<file path="config.mk">
export PLATFORM = sky130hd
export DESIGN_NAME = round_robin_run_queue_unit_flat
export DESIGN_NICKNAME = d
export VERILOG_FILES = /design/src/rtl/rrq_pkg.sv /design/src/rtl/rrq_if.sv /design/src/rtl/round_robin_run_queue_unit.sv /design/src/rtl/rrq_ram.sv /design/src/rtl/rrq_ctrl.sv /design/src/rtl/rrq_dpath.sv /design/src/flat_wrapper.sv
export SDC_FILE = /design/constraint.sdc
export NUM_CORES = 1
export LEC_CHECK = 0
export ABC_AREA = 1
export BUFFER_PORTS_ARGS = -buffer_cell sky130_fd_sc_hd__buf_2
export CAP_MARGIN = 20
export CORE_MARGIN = 8
export CORE_UTILIZATION = 50
export DETAILED_ROUTE_END_ITERATION = 10
export PLACE_DENSITY = 0.72
export SYNTH_ARGS = -nofsm -noshare
export SYNTH_HDL_FRONTEND = slang
export SYNTH_SLANG_ARGS = --single-unit
</file>
<file path="constraint.sdc">
create_clock -name clk -period 4.2 [get_ports clk]
set_clock_uncertainty 0.2 [all_clocks]
set_input_delay 0.42 -clock clk [delete_from_list [all_inputs] [get_ports clk]]
set_output_delay 0.42 -clock clk [all_outputs]
set_load 0.05 [all_outputs]
</file>
<file path="src/rtl/rrq_pkg.sv">
package rrq_pkg;

  // Field widths of the request and response words.
  localparam int REQ_W    = 3;
  localparam int ID_W     = 22;
  localparam int STATE_W  = 2;
  localparam int STATUS_W = 2;
  localparam int COUNT_W  = 5;

  // Request codes.
  localparam logic [REQ_W-1:0] REQ_ADD     = 3'd0;
  localparam logic [REQ_W-1:0] REQ_UPDATE  = 3'd1;
  localparam logic [REQ_W-1:0] REQ_PICK    = 3'd2;
  localparam logic [REQ_W-1:0] REQ_REQUEUE = 3'd3;
  localparam logic [REQ_W-1:0] REQ_LOOKUP  = 3'd4;

  // Response status codes.
  localparam logic [STATUS_W-1:0] ST_OK   = 2'd0;
  localparam logic [STATUS_W-1:0] ST_FULL = 2'd1;
  localparam logic [STATUS_W-1:0] ST_NONE = 2'd2;

  // Thread states that the scheduler searches for.
  localparam logic [STATE_W-1:0] TS_RUNNABLE = 2'd0;
  localparam logic [STATE_W-1:0] TS_RUNNING  = 2'd1;

  typedef struct packed {
    logic [REQ_W-1:0]   req_type;
    logic [ID_W-1:0]    thread_id;
    logic [STATE_W-1:0] state_value;
  } in_word_t;

  typedef struct packed {
    logic [STATUS_W-1:0] status;
    logic [ID_W-1:0]     found_id;
    logic [STATE_W-1:0]  found_state;
    logic [COUNT_W-1:0]  entry_count;
  } out_word_t;

  // One queue entry as stored in memory.
  typedef struct packed {
    logic [ID_W-1:0]    id;
    logic [STATE_W-1:0] state;
  } entry_t;

  // Commands from the controller to the datapath.
  typedef struct packed {
    logic                accept;
    logic                scan_init;
    logic                scan_step;
    logic                shift_init;
    logic                shift_step;
    logic                add_write;
    logic                upd_write;
    logic                res_load;
    logic [STATUS_W-1:0] res_status;
    logic                res_found;
  } ctl_cmd_t;

  // Status from the datapath to the controller.
  typedef struct packed {
    logic [REQ_W-1:0] req;
    logic             full;
    logic             hit;
    logic             miss;
    logic             shift_end;
    logic             out_free;
  } dp_stat_t;

endpackage

</file>
<file path="src/rtl/rrq_if.sv">
interface rrq_in_if import rrq_pkg::*; ();
  logic     valid;
  logic     ready;
  in_word_t data;

  modport source (output valid, output data, input ready);
  modport sink (input valid, input data, output ready);
endinterface

interface rrq_out_if import rrq_pkg::*; ();
  logic      valid;
  logic      ready;
  out_word_t data;

  modport source (output valid, output data, input ready);
  modport sink (input valid, input data, output ready);
endinterface

</file>
<file path="src/rtl/round_robin_run_queue_unit.sv">
// Round-robin run queue of thread entries, each an id and a state.
// Request channel (req): one word per request with req_type, thread_id and
// state_value. Codes are add, update state, pick next runnable, requeue
// running and lookup. Response channel (rsp): one word per request with
// status, found_id, found_state and entry_count.
// Both channels use valid/ready; a word moves when both are high.
// For pick and requeue, the search and the shift together walk every entry.
// A search that finds nothing also walks every entry.
// The memory read port is the limit: one entry read per cycle.
// One request is in work at a time. The next request is taken in the cycle
// after the response is loaded.
// The next request is taken even while the last response still waits in the
// output register. If the receiver stalls, the finished result waits and the
// block holds before loading the next response.
// Reset empties the queue at once; entry memory needs no clearing pass.
module round_robin_run_queue_unit import rrq_pkg::*; #(
  parameter int QUEUE_DEPTH = 16
) (
  input logic       clk,
  input logic       rst,
  rrq_in_if.sink    req,
  rrq_out_if.source rsp
);

  ctl_cmd_t  cmd;
  dp_stat_t  stat;
  logic      out_valid;
  out_word_t out_word;

  rrq_ctrl u_ctrl (
    .clk      (clk),
    .rst      (rst),
    .in_valid (req.valid),
    .in_ready (req.ready),
    .stat     (stat),
    .cmd      (cmd)
  );

  rrq_dpath #(
    .QUEUE_DEPTH(QUEUE_DEPTH)
  ) u_dpath (
    .clk       (clk),
    .rst       (rst),
    .in_word   (req.data),
    .cmd       (cmd),
    .stat      (stat),
    .out_ready (rsp.ready),
    .out_valid (out_valid),
    .out_word  (out_word)
  );

  assign rsp.valid = out_valid;
  assign rsp.data  = out_word;

endmodule

</file>
<file path="src/rtl/rrq_ram.sv">
module rrq_ram #(
  parameter int WIDTH = 24,
  parameter int DEPTH = 16
) (
  input  logic                     clk,
  input  logic                     we,
  input  logic [$clog2(DEPTH)-1:0] waddr,
  input  logic [WIDTH-1:0]         wdata,
  input  logic [$clog2(DEPTH)-1:0] raddr,
  output logic [WIDTH-1:0]         rdata
);

  logic [WIDTH-1:0] mem [DEPTH];

  // One write port, one read port with registered data.
  always_ff @(posedge clk) begin
    if (we) begin
      mem[waddr] <= wdata;
    end
    rdata <= mem[raddr];
  end

endmodule

</file>
<file path="src/rtl/rrq_ctrl.sv">
module rrq_ctrl import rrq_pkg::*; (
  input  logic     clk,
  input  logic     rst,
  input  logic     in_valid,
  output logic     in_ready,
  input  dp_stat_t stat,
  output ctl_cmd_t cmd
);

  localparam logic [2:0] S_IDLE  = 3'd0;
  localparam logic [2:0] S_EXEC  = 3'd1;
  localparam logic [2:0] S_SCAN  = 3'd2;
  localparam logic [2:0] S_ACT   = 3'd3;
  localparam logic [2:0] S_SHIFT = 3'd4;
  localparam logic [2:0] S_DONE  = 3'd5;

  logic [2:0]          state;
  logic [2:0]          state_next;
  logic [STATUS_W-1:0] res_status;
  logic [STATUS_W-1:0] res_status_next;
  logic                res_found;
  logic                res_found_next;

  assign in_ready = (state == S_IDLE);

  // Sequencing of one request and the commands for each step.
  always_comb begin
    state_next      = state;
    res_status_next = res_status;
    res_found_next  = res_found;
    cmd             = '0;
    cmd.res_status  = res_status;
    cmd.res_found   = res_found;
    unique case (state)
      S_IDLE: begin
        if (in_valid) begin
          cmd.accept      = 1'b1;
          res_status_next = ST_OK;
          res_found_next  = 1'b0;
          state_next      = S_EXEC;
        end
      end
      S_EXEC: begin
        unique case (stat.req)
          REQ_ADD: begin
            if (stat.full) begin
              res_status_next = ST_FULL;
            end else begin
              cmd.add_write = 1'b1;
            end
            state_next = S_DONE;
          end
          REQ_UPDATE, REQ_PICK, REQ_REQUEUE, REQ_LOOKUP: begin
            cmd.scan_init = 1'b1;
            state_next    = S_SCAN;
          end
          default: begin
            state_next = S_DONE;
          end
        endcase
      end
      S_SCAN: begin
        cmd.scan_step = 1'b1;
        if (stat.hit) begin
          if (stat.req == REQ_LOOKUP) begin
            res_found_next = 1'b1;
            state_next     = S_DONE;
          end else begin
            res_found_next = (stat.req == REQ_PICK);
            state_next     = S_ACT;
          end
        end else if (stat.miss) begin
          res_status_next = ST_NONE;
          state_next      = S_DONE;
        end
      end
      S_ACT: begin
        if (stat.req == REQ_UPDATE) begin
          cmd.upd_write = 1'b1;
          state_next    = S_DONE;
        end else begin
          cmd.shift_init = 1'b1;
          state_next     = S_SHIFT;
        end
      end
      S_SHIFT: begin
        cmd.shift_step = 1'b1;
        if (stat.shift_end) begin
          state_next = S_DONE;
        end
      end
      S_DONE: begin
        if (stat.out_free) begin
          cmd.res_load = 1'b1;
          state_next   = S_IDLE;
        end
      end
      default: begin
        state_next = S_IDLE;
      end
    endcase
  end

  always_ff @(posedge clk) begin
    if (rst) begin
      state      <= S_IDLE;
      res_status <= ST_OK;
      res_found  <= 1'b0;
    end else begin
      state      <= state_next;
      res_status <= res_status_next;
      res_found  <= res_found_next;
    end
  end

endmodule

</file>
<file path="src/rtl/rrq_dpath.sv">
module rrq_dpath import rrq_pkg::*; #(
  parameter int QUEUE_DEPTH = 16
) (
  input  logic      clk,
  input  logic      rst,
  input  in_word_t  in_word,
  input  ctl_cmd_t  cmd,
  output dp_stat_t  stat,
  input  logic      out_ready,
  output logic      out_valid,
  output out_word_t out_word
);

  localparam int AW = $clog2(QUEUE_DEPTH);
  localparam int CW = $clog2(QUEUE_DEPTH + 1);

  logic [REQ_W-1:0]   req_r;
  logic [ID_W-1:0]    tid_r;
  logic [STATE_W-1:0] sv_r;
  logic [CW-1:0]      count;
  logic [CW-1:0]      idx;
  logic               pend;
  logic [AW-1:0]      pend_idx;
  logic [AW-1:0]      pos;
  entry_t             held;
  entry_t             rd_data;
  logic               we;
  logic [AW-1:0]      waddr;
  entry_t             wdata;
  logic [CW-1:0]      last_idx;
  logic               by_id;
  logic [STATE_W-1:0] key_state;
  logic               match;
  logic               more;

  rrq_ram #(
    .WIDTH($bits(entry_t)),
    .DEPTH(QUEUE_DEPTH)
  ) u_ram (
    .clk   (clk),
    .we    (we),
    .waddr (waddr),
    .wdata (wdata),
    .raddr (idx[AW-1:0]),
    .rdata (rd_data)
  );

  // Compare the word read last cycle against the search key.
  assign by_id     = (req_r == REQ_UPDATE) || (req_r == REQ_LOOKUP);
  assign key_state = (req_r == REQ_PICK) ? TS_RUNNABLE : TS_RUNNING;
  assign match     = by_id ? (rd_data.id == tid_r) : (rd_data.state == key_state);
  assign more      = (idx < count);
  assign last_idx  = count - CW'(1);

  assign stat.req       = req_r;
  assign stat.full      = (count >= CW'(QUEUE_DEPTH));
  assign stat.hit       = pend && match;
  assign stat.miss      = !pend && !more;
  assign stat.shift_end = !pend && !more;
  assign stat.out_free  = !out_valid || out_ready;

  // Memory write selection: append, state update, shift down, or the moved entry.
  always_comb begin
    we    = 1'b0;
    waddr = count[AW-1:0];
    wdata = entry_t'{id: tid_r, state: sv_r};
    priority if (cmd.add_write) begin
      we = 1'b1;
    end else if (cmd.upd_write) begin
      we    = 1'b1;
      waddr = pos;
      wdata = entry_t'{id: held.id, state: sv_r};
    end else if (cmd.shift_step && pend) begin
      we    = 1'b1;
      waddr = pend_idx - AW'(1);
      wdata = rd_data;
    end else if (cmd.shift_step && !more) begin
      we    = 1'b1;
      waddr = last_idx[AW-1:0];
      wdata = held;
    end else begin
      we = 1'b0;
    end
  end

  // Request word capture and found entry.
  always_ff @(posedge clk) begin
    if (cmd.accept) begin
      req_r <= in_word.req_type;
      tid_r <= in_word.thread_id;
      sv_r  <= in_word.state_value;
    end
    if (cmd.scan_step && pend && match) begin
      held <= rd_data;
      pos  <= pend_idx;
    end
    if ((cmd.scan_step && !(pend && match) && more) || (cmd.shift_step && more)) begin
      pend_idx <= idx[AW-1:0];
    end
  end

  // Walk index, read pending flag and entry count.
  always_ff @(posedge clk) begin
    if (rst) begin
      count <= '0;
      idx   <= '0;
      pend  <= 1'b0;
    end else begin
      if (cmd.add_write) begin
        count <= count + CW'(1);
      end
      if (cmd.scan_init) begin
        idx  <= '0;
        pend <= 1'b0;
      end else if (cmd.shift_init) begin
        idx  <= CW'(pos) + CW'(1);
        pend <= 1'b0;
      end else if (cmd.scan_step && pend && match) begin
        pend <= 1'b0;
      end else if (cmd.scan_step || cmd.shift_step) begin
        if (more) begin
          pend <= 1'b1;
          idx  <= idx + CW'(1);
        end else begin
          pend <= 1'b0;
        end
      end
    end
  end

  // Output register.
  always_ff @(posedge clk) begin
    if (rst) begin
      out_valid <= 1'b0;
    end else if (cmd.res_load) begin
      out_valid <= 1'b1;
    end else if (out_ready) begin
      out_valid <= 1'b0;
    end
  end

  always_ff @(posedge clk) begin
    if (cmd.res_load) begin
      out_word.status      <= cmd.res_status;
      out_word.found_id    <= cmd.res_found ? held.id : '0;
      out_word.found_state <= cmd.res_found ? held.state : '0;
      out_word.entry_count <= COUNT_W'(count);
    end
  end

`ifndef NO_ASSERTIONS
  a_count_bound: assert property (@(posedge clk) disable iff (rst)
    count <= CW'(QUEUE_DEPTH))
    else $error("entry count exceeds queue depth");

  a_add_not_full: assert property (@(posedge clk) disable iff (rst)
    cmd.add_write |-> !stat.full)
    else $error("append issued on a full queue");

  a_add_count: assert property (@(posedge clk) disable iff (rst)
    cmd.add_write |=> count == $past(count) + CW'(1))
    else $error("append did not grow the entry count");

  a_load_free: assert property (@(posedge clk) disable iff (rst)
    cmd.res_load |-> (!out_valid || out_ready))
    else $error("result loaded over an untaken word");

  a_walk_bound: assert property (@(posedge clk) disable iff (rst)
    pend |-> (CW'(pend_idx) < count))
    else $error("memory walk read beyond the queue");
`endif

endmodule
</file>
<file path="src/flat_wrapper.sv">
// flat-port wrapper written by rule: the top's interface ports become plain ports
module round_robin_run_queue_unit_flat import rrq_pkg::*;
#(
  parameter int QUEUE_DEPTH = 16
)
  (clk, rst, req_valid, req_data, req_ready, rsp_valid, rsp_data, rsp_ready);
  rrq_in_if req_i ();
  rrq_out_if rsp_i ();
  input logic clk;
  input logic rst;
  input wire logic [$bits(req_i.valid)-1:0] req_valid;
  input wire logic [$bits(req_i.data)-1:0] req_data;
  output wire logic [$bits(req_i.ready)-1:0] req_ready;
  output wire logic [$bits(rsp_i.valid)-1:0] rsp_valid;
  output wire logic [$bits(rsp_i.data)-1:0] rsp_data;
  input wire logic [$bits(rsp_i.ready)-1:0] rsp_ready;
  assign req_i.valid = req_valid;
  assign req_i.data = req_data;
  assign req_ready = req_i.ready;
  assign rsp_valid = rsp_i.valid;
  assign rsp_data = rsp_i.data;
  assign rsp_i.ready = rsp_ready;
  round_robin_run_queue_unit #(.QUEUE_DEPTH(QUEUE_DEPTH)) u_core (.clk(clk), .rst(rst), .req(req_i), .rsp(rsp_i));
endmodule
</file>
### Yosys cells after proc, flatten, opt, wreduce, memory -nomap -nowiden

Memory sizes are Yosys's and may differ from the RTL's. A register that Yosys moved wholly into a read port is not among the register bits.
Index checks and enable logic that the tools add are counted.

| storage, ports and cells | value |
|---|---|
| register bits | 108 |
| input port bits | 31 |
| memories | 1 |
| logic and storage cells | 132 |
| bits in writable memories | 384 |
| output and inout bits | 33 |
| memory bits (read-only) | 0 |
| latch bits | 0 |

| cells by class | value |
|---|---|
| eq/ne operators | 19 |
| $mul | 0 |
| $lt $le $gt $ge | 2 |
| multiplexer cells | 56 |
| div/mod/pow operators | 0 |
| shift-type cells | 0 |
| reduce and logical (&&, ||, !) cells | 31 |
| add/sub/neg operators | 5 |
| bitwise logic cells | 0 |

Memories:

| name | words | bits a word | read ports | clocked after memory_dff | write ports | line | text |
|---|---|---|---|---|---|---|---|
| u_core.u_dpath.u_ram.mem | 16 | 24 | 1 | 1 | 1 | rrq_ram.sv:13 | `logic [WIDTH-1:0] mem [DEPTH];` |

Operator list:

| operator | count |
|---|---|
| 24-bit two-way mux | 4 |
| 1-bit two-way mux | 30 |
| 22-bit == test | 1 |
| 5-bit two-way mux | 4 |
| 3-bit two-way mux | 6 |
| 3-bit one-hot mux with 6 select lines | 1 |
| 4-bit two-way mux | 4 |
| 3-bit by 2-bit == test with 1-bit output, second input constant | 4 |
| 2-bit by 1-bit inequality test with 1-bit output, second input constant | 6 |
| 5-bit by 1-bit adder with 5-bit output, second input constant | 2 |
| 2-bit two-way mux | 5 |
| 3-bit == test, second input constant | 3 |
| 1-bit logical AND | 9 |
| 2-bit nonzero test | 4 |
| 4-bit OR reduction | 2 |
| 4-bit by 1-bit subtractor with 4-bit output, second input constant | 2 |
| 3-bit by 1-bit == test with 1-bit output, second input constant | 2 |
| 3-bit zero test | 2 |
| 2-bit one-hot mux with 3 select lines | 1 |
| 3-bit AND reduction | 2 |
| 6-bit AND reduction | 1 |
| 4-bit by 1-bit adder with 5-bit output, second input constant | 1 |
| 5-bit greater-or-equal comparator, second input constant | 1 |
| 5-bit less-than comparator | 1 |
| 8 further kinds | 15 |

### Logic depth before layout (Yosys ltp)

Gate-level depths: netlist (run 1).

| logic depth | value |
|---|---|
| depth after elaboration | 9 |
| mapped depth | 14 |
| mapped depth without buffers | 14 |

### Cells and area by module

A second synthesis (run 1) with hierarchy kept.

| second synthesis, totals | value |
|---|---|
| cell total of the unflattened synthesis | 2288 |
| area, all modules | 22728.0 um^2 |

By module, submodules not included:

| module | seq. area each (um^2) | instances | area an instance (um^2) | cells an instance |
|---|---|---|---|---|
| rrq_ram | 12011.5 | 1 | 16951.3 | 1597 |
| rrq_dpath | 2942.8 | 1 | 5262.5 | 598 |
| rrq_ctrl | 120.1 | 1 | 514.2 | 93 |

### Least setup slack after synthesis (run 1)

Ideal clock, no wire load.

| timing | value |
|---|---|
| path type | flip-flop to flip-flop |
| start point | register u_core.u_dpath.out_valid |
| end point | register, netlist name u_core.u_dpath.out_word[0] |
| setup time | 0.497 ns |
| arrival | 3.602 ns |
| required time | 3.503 ns |
| clock period less this slack | 4.299 ns |
| path buffers | 0 |
| setup slack | -0.099 ns |
| cell stages (with the launch flop) | 4 |
| path through | dfxtp_1 > inv_1 > nor2_1 > nor4_1 |

RTL lines:

| item | line | text |
|---|---|---|
| start: declaration | rrq_dpath.sv:10 | `output logic out_valid,` |
| start signal: assignment | rrq_dpath.sv:134 | `out_valid <= 1'b0;` |
| start signal: assignment | rrq_dpath.sv:136 | `out_valid <= 1'b1;` |
| start signal: assignment | rrq_dpath.sv:138 | `out_valid <= 1'b0;` |

### Worst setup path after layout (run 1)

| timing | value |
|---|---|
| start point | register u_core.u_dpath.count[3] |
| end point | memory u_core.u_dpath.u_ram.mem[10][10], enable pin |

| between the ends | value |
|---|---|
| cells in the longest elaborated chain, start to end | 9 |
| elaborated cells between the ends (all ways) | 18 |
| classes of those cells | 1 x add/sub; 2 x order compare; 13 x mux; 2 x reduce/logical |

Ends and longest elaborated chain:

| item | line | text |
|---|---|---|
| start: declaration | rrq_dpath.sv:20 | `logic [CW-1:0] count;` |
| start signal: assignment | rrq_dpath.sv:110 | `count <= count + CW'(1);` |
| 5-bit less-than comparator | rrq_dpath.sv:52 | `assign more = (idx < count);` |
| 1-bit zero test | rrq_dpath.sv:77 | `end else if (cmd.shift_step && !more) begin` |
| 1-bit logical AND | rrq_dpath.sv:77 |  |
| 1-bit two-way mux | rrq_dpath.sv:77 |  |
| 1-bit two-way mux | rrq_dpath.sv:73 | `end else if (cmd.shift_step && pend) begin` |
| 1-bit two-way mux | rrq_dpath.sv:69 | `end else if (cmd.upd_write) begin` |
| 1-bit two-way mux | rrq_dpath.sv:67 | `priority if (cmd.add_write) begin` |
| 1-bit two-way mux | rrq_ram.sv:17 | `if (we) begin` |
| 1-bit two-way mux (implied by the code) | rrq_ram.sv:18 | `mem[waddr] <= wdata;` |
| end: declaration | rrq_ram.sv:13 |  |

Several ways; a longest one is shown, not always the timed one.

==> impl_metrics.toml, run 1 <==
[critical_path]
setup.worst_path.class = "reg -> reg"
cp_max_fo = 16
path_delay_family = "simple AND/OR/NAND/NOR gates"
critical_path_cell_by_cell = "inv_1, ha_1, nand2_1, or2_1, nand3_2, nand2_4, o211ai_1, nand2_1, o21ai_0, nand2_1, nor2_2, buf_12"
crit_arrival_ps = 3440
critical_path_sink_type = "register"
r2r_start = "u_core.u_dpath.count[3]"
crit_top_cell = "nand2_1"
timing.critical_path.slowest_cell_delay_ps = 480
cp-start-kind = "register"
critical_path_source = "u_core.u_dpath.count[3]"
worstPathBufferInverterCount = 2
crit_slowest_cell = "nor2_2"
timing.critical_path.required_ps = 4290

[timing]
totalNegativeSetupSlack_ps = 0
min_period_ps = 3340
hold_viol_final = 0
grt_setup_unrepaired = "no"
timing.final.crit_share = 0.796
setup_violations = 0
maximum_clock_frequency_mhz = 299
report.final.slew_viol_count = 0
worst_slew_margin_rel = 0.278
timing_worst_slew_pin_value_ps = 1080

[logic_synthesis]
netlist.area_leader.share = 0.693
avgSynthCellArea_um2 = 12.5
synth_most_common_cell = "edfxtp_1"
postSynthNetCount = 1677
flop_and_latch_count_out_of_synthesis = 516
postSynthCellCount = 1638
synth_seq_area_share = 0.733
number_of_enable_type_register_cells_in_the_synthesized_netlist = 474
ys_dominant_reg_cell = "edfxtp_1"
top_area_cells_in_the_synthesized_netlist = "edfxtp_1 (69%), o21ai_0 (4.9%), nor2_1 (4.5%)"
synth.yosys.warnings = 0
post_synth_instance_area_mm2 = 0.0206
synth_common_cells = "edfxtp_1 (474), nor2_1 (248), o21ai_0 (200)"
synth_top_cell_by_area = "edfxtp_1"
netlist-cell-type-count = 40
synth-async-reset-ratio = 0

[clock_network]
cts-root-to-sink-buffers = 3
cts_tree = "built"
cts_setup_buffers = 0
worst_setup_hold_path_clk_slew_ps = 60
number_of_clock_sinks = 516
clk_latency_ps = 600
cts_made_buffers = 51
cts.htree.levels = 2
clock_tree.root_cell = "clkbuf_16"

[floorplanning]
rows = 74
core_area_mm2 = 0.0407
initial_core_util = 0.504
die_width_um = 219
pin_count = 64
die_height_um = 219
fp.dieArea_mm2 = 0.0478

[pwr]
pwr_density_cell_mw_per_mm2 = 579
seq_power_share = 0.499
power_report.internal_total_mw = 9.53
clockPowerShare = 0.305
power.share.switching = 0.299
peakVddDrop_mv = 0.291
switchingPower_mw = 4.07
comb_power_share = 0.196
power_leakage_nw = 8.39

[cells_and_area]
post-route-cell-area_mm2 = 0.0235
num-fill-cells = 3169
layout.nets = 1786
final_core_utilization = 0.577
seqCellArea_mm2 = 0.0151
multi_input_gate_area_mm2 = 0.00475
drive_above_1_share = 0.135
syn2layout_area_growth_pct = 14.3

[worst_hold_path]
worst_hold_path_type = "in -> reg"
min_delay_startpoint = "req_valid"

[grt]
grt_max_degree = 197
globalRouteOverflowTotal = 0
first_pass_grt_wire_length_um = 75200
grt_use_total = 0.201
vias_in_the_first_global_route = 13100
initial_antenna_violation_count = 0

[place]
portBuffers = 63
placement.cell_area_mm2 = 0.0217
final_estimated_routing_congestion_in_global_placement = 0.881
detailedPlacementHpwl_um = 29500

[status]
result_of_the_run = "completed"

[detailed_routing]
postRouteAntennaNets = 0
post_drt_wl_per_cell_um = 20.9
drt-pass1-iter-count = 6
routed-via-count = 13500
route.detailed.drc = 0
number_of_vias_per_cell_after_detailed_routing = 5.83
routed_wirelength_um = 48400
drt_iter0_markers = 1740

[flow_run]
timing.max_cap.violations = 0
==> metal layers <==
layer,track usage,share of wire,up-vias
met3,0.0387,0.087,74
li1,-,-,6184
met1,0.288,0.43,6612
met5,0,0,-
met4,0.0540,0.019,0
met2,0.313,0.46,648
==> worst reg2reg max path, delay by kind of cell (launching register included) <==
family / cells / cell delay, ps
buffers and inverters: 2 / 340
adder cells (fa/ha/maj): 1 / 290
AND/OR/NAND/NOR: 7 / 1420
flip-flops: 1 / 450
AO/OA/AOI/OAI: 2 / 360
==> power groups by stage <==
| stage | clock [mW] | combinational, mW | sequential, mW |
|---|---|---|---|
| floorplan | 0 | 1.46 | 6.92 |
| global placement | 0 | 2.52 | 6.87 |
| detailed placement | 0 | 2.61 | 6.88 |
| CTS | 4.20 | 2.65 | 6.78 |
| global route | 4.40 | 2.90 | 6.82 |
| finish | 4.14 | 2.67 | 6.79 |
==> kinds of logic (layout without fill, tap and decap cells) <==
| family | count (synthesis) | count (layout) | synth area share |
|---|---|---|---|
| AO/OA/AOI/OAI | 372 | 372 | 0.113 |
| multiplexers | 2 | 2 | 0.000974 |
| other | 0 | 1 | 0 |
| buffers and inverters | 206 | 354 | 0.0387 |
| XOR/XNOR | 8 | 8 | 0.00341 |
| adder cells (fa/ha/maj) | 8 | 8 | 0.00487 |
| flip-flops | 516 | 516 | 0.733 |
| AND/OR/NAND/NOR | 526 | 526 | 0.106 |
==> state kept, by name (all words and copies together) (netlist names), 2 cells and up <==
signal / flops
u_core.u_dpath.tid_r: 22
u_core.u_dpath.u_ram.rdata: 24
u_core.u_dpath.pend_idx: 4
u_core.u_dpath.pos: 4
u_core.u_dpath.out_word: 31
u_core.u_dpath.count: 5
u_core.u_dpath.idx: 5
u_core.u_dpath.sv_r: 2
u_core.u_ctrl.state: 3
u_core.u_ctrl.res_status: 2
u_core.u_dpath.held: 24
u_core.u_dpath.req_r: 3
u_core.u_dpath.u_ram.mem: 384
==> path summary, 6_finish.rpt <==
kind	slack [ps]	cells past startpoint	endpoint
setup reg to reg	860	12	u_core.u_dpath.u_ram.mem[10][10]
hold / removal	120	5	u_core.u_ctrl.state[0]
hold reg to reg	230	0	u_core.u_dpath.out_word[29]
setup / recovery	860	12	u_core.u_dpath.u_ram.mem[10][10]
==> through the flow <==
stage          hold slack [ps]  std cells  worst slack [ps]  power [mW]
2_1_floorplan              209       1638               850        8.37
3_3_place_gp               220       2197               998        9.39
3_5_place_dp               220       2197               938        9.49
4_1_cts                    109       2318               890        13.6
5_1_grt                    199       2318               620        14.1
6_report                   120       2319               856        13.6
==> layout by cell type (no fill, tap or decap), drive strengths merged, types with 2 or more instances in the layout <==
| cell | count |
|---|---|
| nand4 | 5 |
| clkbuf | 68 |
| dfxtp | 42 |
| nand3 | 71 |
| a21oi | 17 |
| o21ai | 211 |
| clkinv | 23 |
| nor2 | 252 |
| o22ai | 24 |
| inv | 117 |
| or2 | 3 |
| nand2 | 188 |
| ha | 8 |
| xnor2 | 5 |
| dlygate4sd3 | 29 |
| edfxtp | 474 |
| xor2 | 3 |
| o211ai | 25 |
| mux2i | 2 |
| nor3 | 6 |
| o221ai | 91 |
| buf | 117 |
==> final cells by class <==
| class | count | share of cell area |
|---|---|---|
| flip-flops and latches | 516 | 0.642 |
| multi-input cells | 916 | 0.202 |
| clock buffers | 68 | 0.0584 |
| repair buffers | 146 | 0.0452 |
| well taps | 532 | 0.0283 |
| inverters | 116 | 0.0186 |
| clock inverters | 24 | 0.00517 |
| diodes | 1 | 0.000107 |
==> repair_timing <==
| item | in CTS | in global routing |
|---|---|---|
| hold endpoints to repair | 33 | 0 |
| gates resized for setup | 0 | 0 |
| hold buffers | 29 | 0 |
No activity file was read; power rests on OpenSTA's default activity.
==> run 2, diff against run 1 <==
--- a/config.mk
+++ b/config.mk
@@ -5,7 +5,7 @@
 export SDC_FILE = /design/constraint.sdc
 export NUM_CORES = 1
 export LEC_CHECK = 0
-export ABC_AREA = 1
+export ABC_AREA = 0
 export BUFFER_PORTS_ARGS = -buffer_cell sky130_fd_sc_hd__buf_2
 export CAP_MARGIN = 20
 export CORE_MARGIN = 8
==> constraint.sdc (replaced) <==
create_clock -name clk -period 2.8 [get_ports clk]
set_clock_uncertainty 0.2 [all_clocks]
set_input_delay 0.28 -clock clk [delete_from_list [all_inputs] [get_ports clk]]
set_output_delay 0.28 -clock clk [all_outputs]
set_load 0.05 [all_outputs]
==> run 2 against run 1 <==
  * The run now ends with negative setup slack left
  * Critical path depth shrank 3
  * Count of clock-buffer cells in the layout shrank 5
  * Sequential share of layout area shrank 5.1 points
  * Non-clock buffer count grew 130
  * Worst hold slack lost 1.2 ps
  * Global-route usage grew 1.3 points
  * Sequential power grew 34%
  * Final cell count shrank 18%
  * Flip-flop and latch count is the same
  * Largest cell class unchanged
==> impl_metrics.toml, run 2 <==
[status]
result_of_the_run = "finished, violations left"
violations = "negative setup slack"

[logic_synthesis]
avgSynthCellArea_um2 = 19.3
synth_compound_area_frac = 0.0332
netlist-cell-type-count = 66
synth_common_cells = "edfxtp_1 (474), mux4_2 (120), nand2_1 (69)"
top_area_cells_in_the_synthesized_netlist = "edfxtp_1 (71%), mux4_2 (13%), dfxtp_1 (4.2%)"
synth-adder-area-share = 0.00547
main_combinational_cell_family_by_area_after_synthesis = "multiplexers"
synth_top_cell_by_area = "edfxtp_1"
postSynthNetCount = 1081
synth_xor_area_frac = 0.0135
post_synth_instance_area_mm2 = 0.0201
number_of_enable_type_register_cells_in_the_synthesized_netlist = 474
ys_dominant_reg_cell = "edfxtp_1"
area_share_of_and_or_nand_nor_cells_after_synthesis = 0.0506
postSynthCellCount = 1042
flop_and_latch_count_out_of_synthesis = 516
synth_most_common_cell = "edfxtp_1"
synth_seq_area_share = 0.749
netlist.area_leader.share = 0.707
synth.yosys.warnings = 0
synth.mux.area_fraction = 0.137
synth-async-reset-ratio = 0

[timing]
hold_viol_final = 0
timing_worst_slew_pin_value_ps = 839
timing.final.crit_share = 1.14
grt_setup_unrepaired = "yes"
setup_violations = 413
maximum_clock_frequency_mhz = 314
min_period_ps = 3190
report.final.slew_viol_count = 0
finalWorstSetupSlack_ps = -386
worst_slew_margin_rel = 0.441

[clock_network]
cts-root-to-sink-buffers = 3
cts_tree = "built"
clk_latency_ps = 590
worst_setup_hold_path_clk_slew_ps = 60
cts.htree.levels = 2
cts_made_buffers = 52
clock_tree.root_cell = "clkbuf_16"
number_of_clock_sinks = 516

[detailed_routing]
drt_iter0_markers = 1167
postRouteAntennaNets = 0
drt-pass1-iter-count = 5
routed-via-count = 11300
post_drt_wl_per_cell_um = 26.8
routed_wirelength_um = 50700
route.detailed.drc = 0
number_of_vias_per_cell_after_detailed_routing = 5.98

[pwr]
pwr_density_cell_mw_per_mm2 = 711
total_power_mw = 18.2
peakVddDrop_mv = 0.457
power_leakage_nw = 8.63

[place]
placement.cell_area_mm2 = 0.0229
final_estimated_routing_congestion_in_global_placement = 0.869
detailedPlacementHpwl_um = 29100
place_worst_setup_slack_ps = -305
portBuffers = 63
placed_cells = 1734

[grt]
grt_use_total = 0.214
grt_max_degree = 87
vias_in_the_first_global_route = 11500
initial_antenna_violation_count = 2
globalRouteOverflowTotal = 0
first_pass_grt_wire_length_um = 74200

[cells_and_area]
syn2layout_area_growth_pct = 26.9
largest_register_ffs = 384
post-route-cell-area_mm2 = 0.0255
layout.cells.non_filler = 1892
layout.nets = 1364
antenna-diode-count = 0
drive_above_1_share = 0.385
num-fill-cells = 2631
top_regs = "u_core.u_dpath.u_ram.mem: 384 flops, u_core.u_dpath.out_word: 31 flops"
layout.cells.most_common = "edfxtp_1"
register_with_the_most_flip_flops = "u_core.u_dpath.u_ram.mem"
final_cell_mix = "edfxtp_1 (474), mux4_2 (120), buf_4 (114), nand2_1 (65), buf_2 (63)"

[floorplanning]
pin_count = 64
core_area_mm2 = 0.0397
fp.dieArea_mm2 = 0.0469
initial_core_util = 0.506
die_width_um = 217
rows = 73
die_height_um = 217

[critical_path]
reg2reg_slack_ps = -390
cp-start-kind = "register"
crit_arrival_ps = 3290
setup.worst_path.class = "reg -> reg"
timing.critical_path.required_ps = 2900
cp_max_fo = 8
critical_path_sink_type = "register"

[worst_hold_path]
worst_hold_path_type = "in -> reg"

[flow_run]
timing.max_cap.violations = 0
run 2: cell count changes after synthesis, moves of 57 or more:
cell	before	now
o221ai_1	91	0
mux4_2	0	120
o21ai_0	200	11
nand3_1	67	10
inv_1	97	12
nand2_1	180	69
nor2_1	248	46
run 2: final timing paths:
kind | cells past startpoint | from | to
setup reg to reg | 9 | u_core.u_ctrl.state[1] | u_core.u_dpath.u_ram.mem[9][12]
hold / removal | 4 | req_valid | u_core.u_ctrl.state[0]
hold reg to reg | 0 | u_core.u_ctrl.res_status[0] | u_core.u_dpath.out_word[29]
setup / recovery | 9 | u_core.u_ctrl.state[1] | u_core.u_dpath.u_ram.mem[9][12]
run 2: cell type report:
class / count / area (um2) / area share
flip-flops and latches: 516 / 15100 / 0.591
well taps: 525 / 657 / 0.0257
inverters: 12 / 45.0 / 0.00176
clock inverters: 33 / 344 / 0.0135
multi-input cells: 467 / 5230 / 0.205
clock buffers: 63 / 1370 / 0.0538
repair buffers: 276 / 2810 / 0.110
run 2: metal layers:
| layer | vias to the layer above | track usage | routed length [um] |
|---|---|---|---|
| met4 | 0 | 0.0814 | 1730 |
| met3 | 121 | 0.0435 | 4110 |
| met2 | 553 | 0.349 | 24800 |
| met5 | - | 0 | 0 |
| li1 | 4798 | - | - |
| met1 | 5848 | 0.283 | 20000 |
run 2: cell families (layout without fill, tap and decap cells):
logic type,after synthesis,count (layout)
flops,516,516
simple gates,205,205
mux,124,124
compound gates,98,98
buf+inv,59,384
xor+xnor,31,31
fa+ha+maj,9,9
run 2: stage by stage:
stage	utilization	setup TNS (ps)	hold WS (ps)
CTS	0.638	-37520	73.9
floorplan	-	-70810	179
global route	0.643	-114090	136
finish	0.643	-85020	119
global placement	0.577	-81080	229
detailed placement	0.577	-83000	239
run 2: critical path: stages, from the launching register on:
cell       delay (ps)
dfxtp_2           330
or3b_4            460
a2111oi_1         510
a31oi_2           100
a21oi_1           170
nor2b_1            90
or4b_4            580
nor2_4            170
buf_12            140
buf_16            140
run 2: what timing repair did:
item	4_1_cts	5_1_grt
resized for setup	26	29
pin swaps	10	13
endpoints found under the hold margin	37	0
gates cloned	6	0
hold buffers	29	0
buffers inserted	16	11
endpoints found under the setup margin	412	424
run 2: power breakdown:
group | internal [mW] | switching, mW
registers | 8.99 | 0.139
logic | 0.909 | 1.14
clock network | 4.07 | 2.92
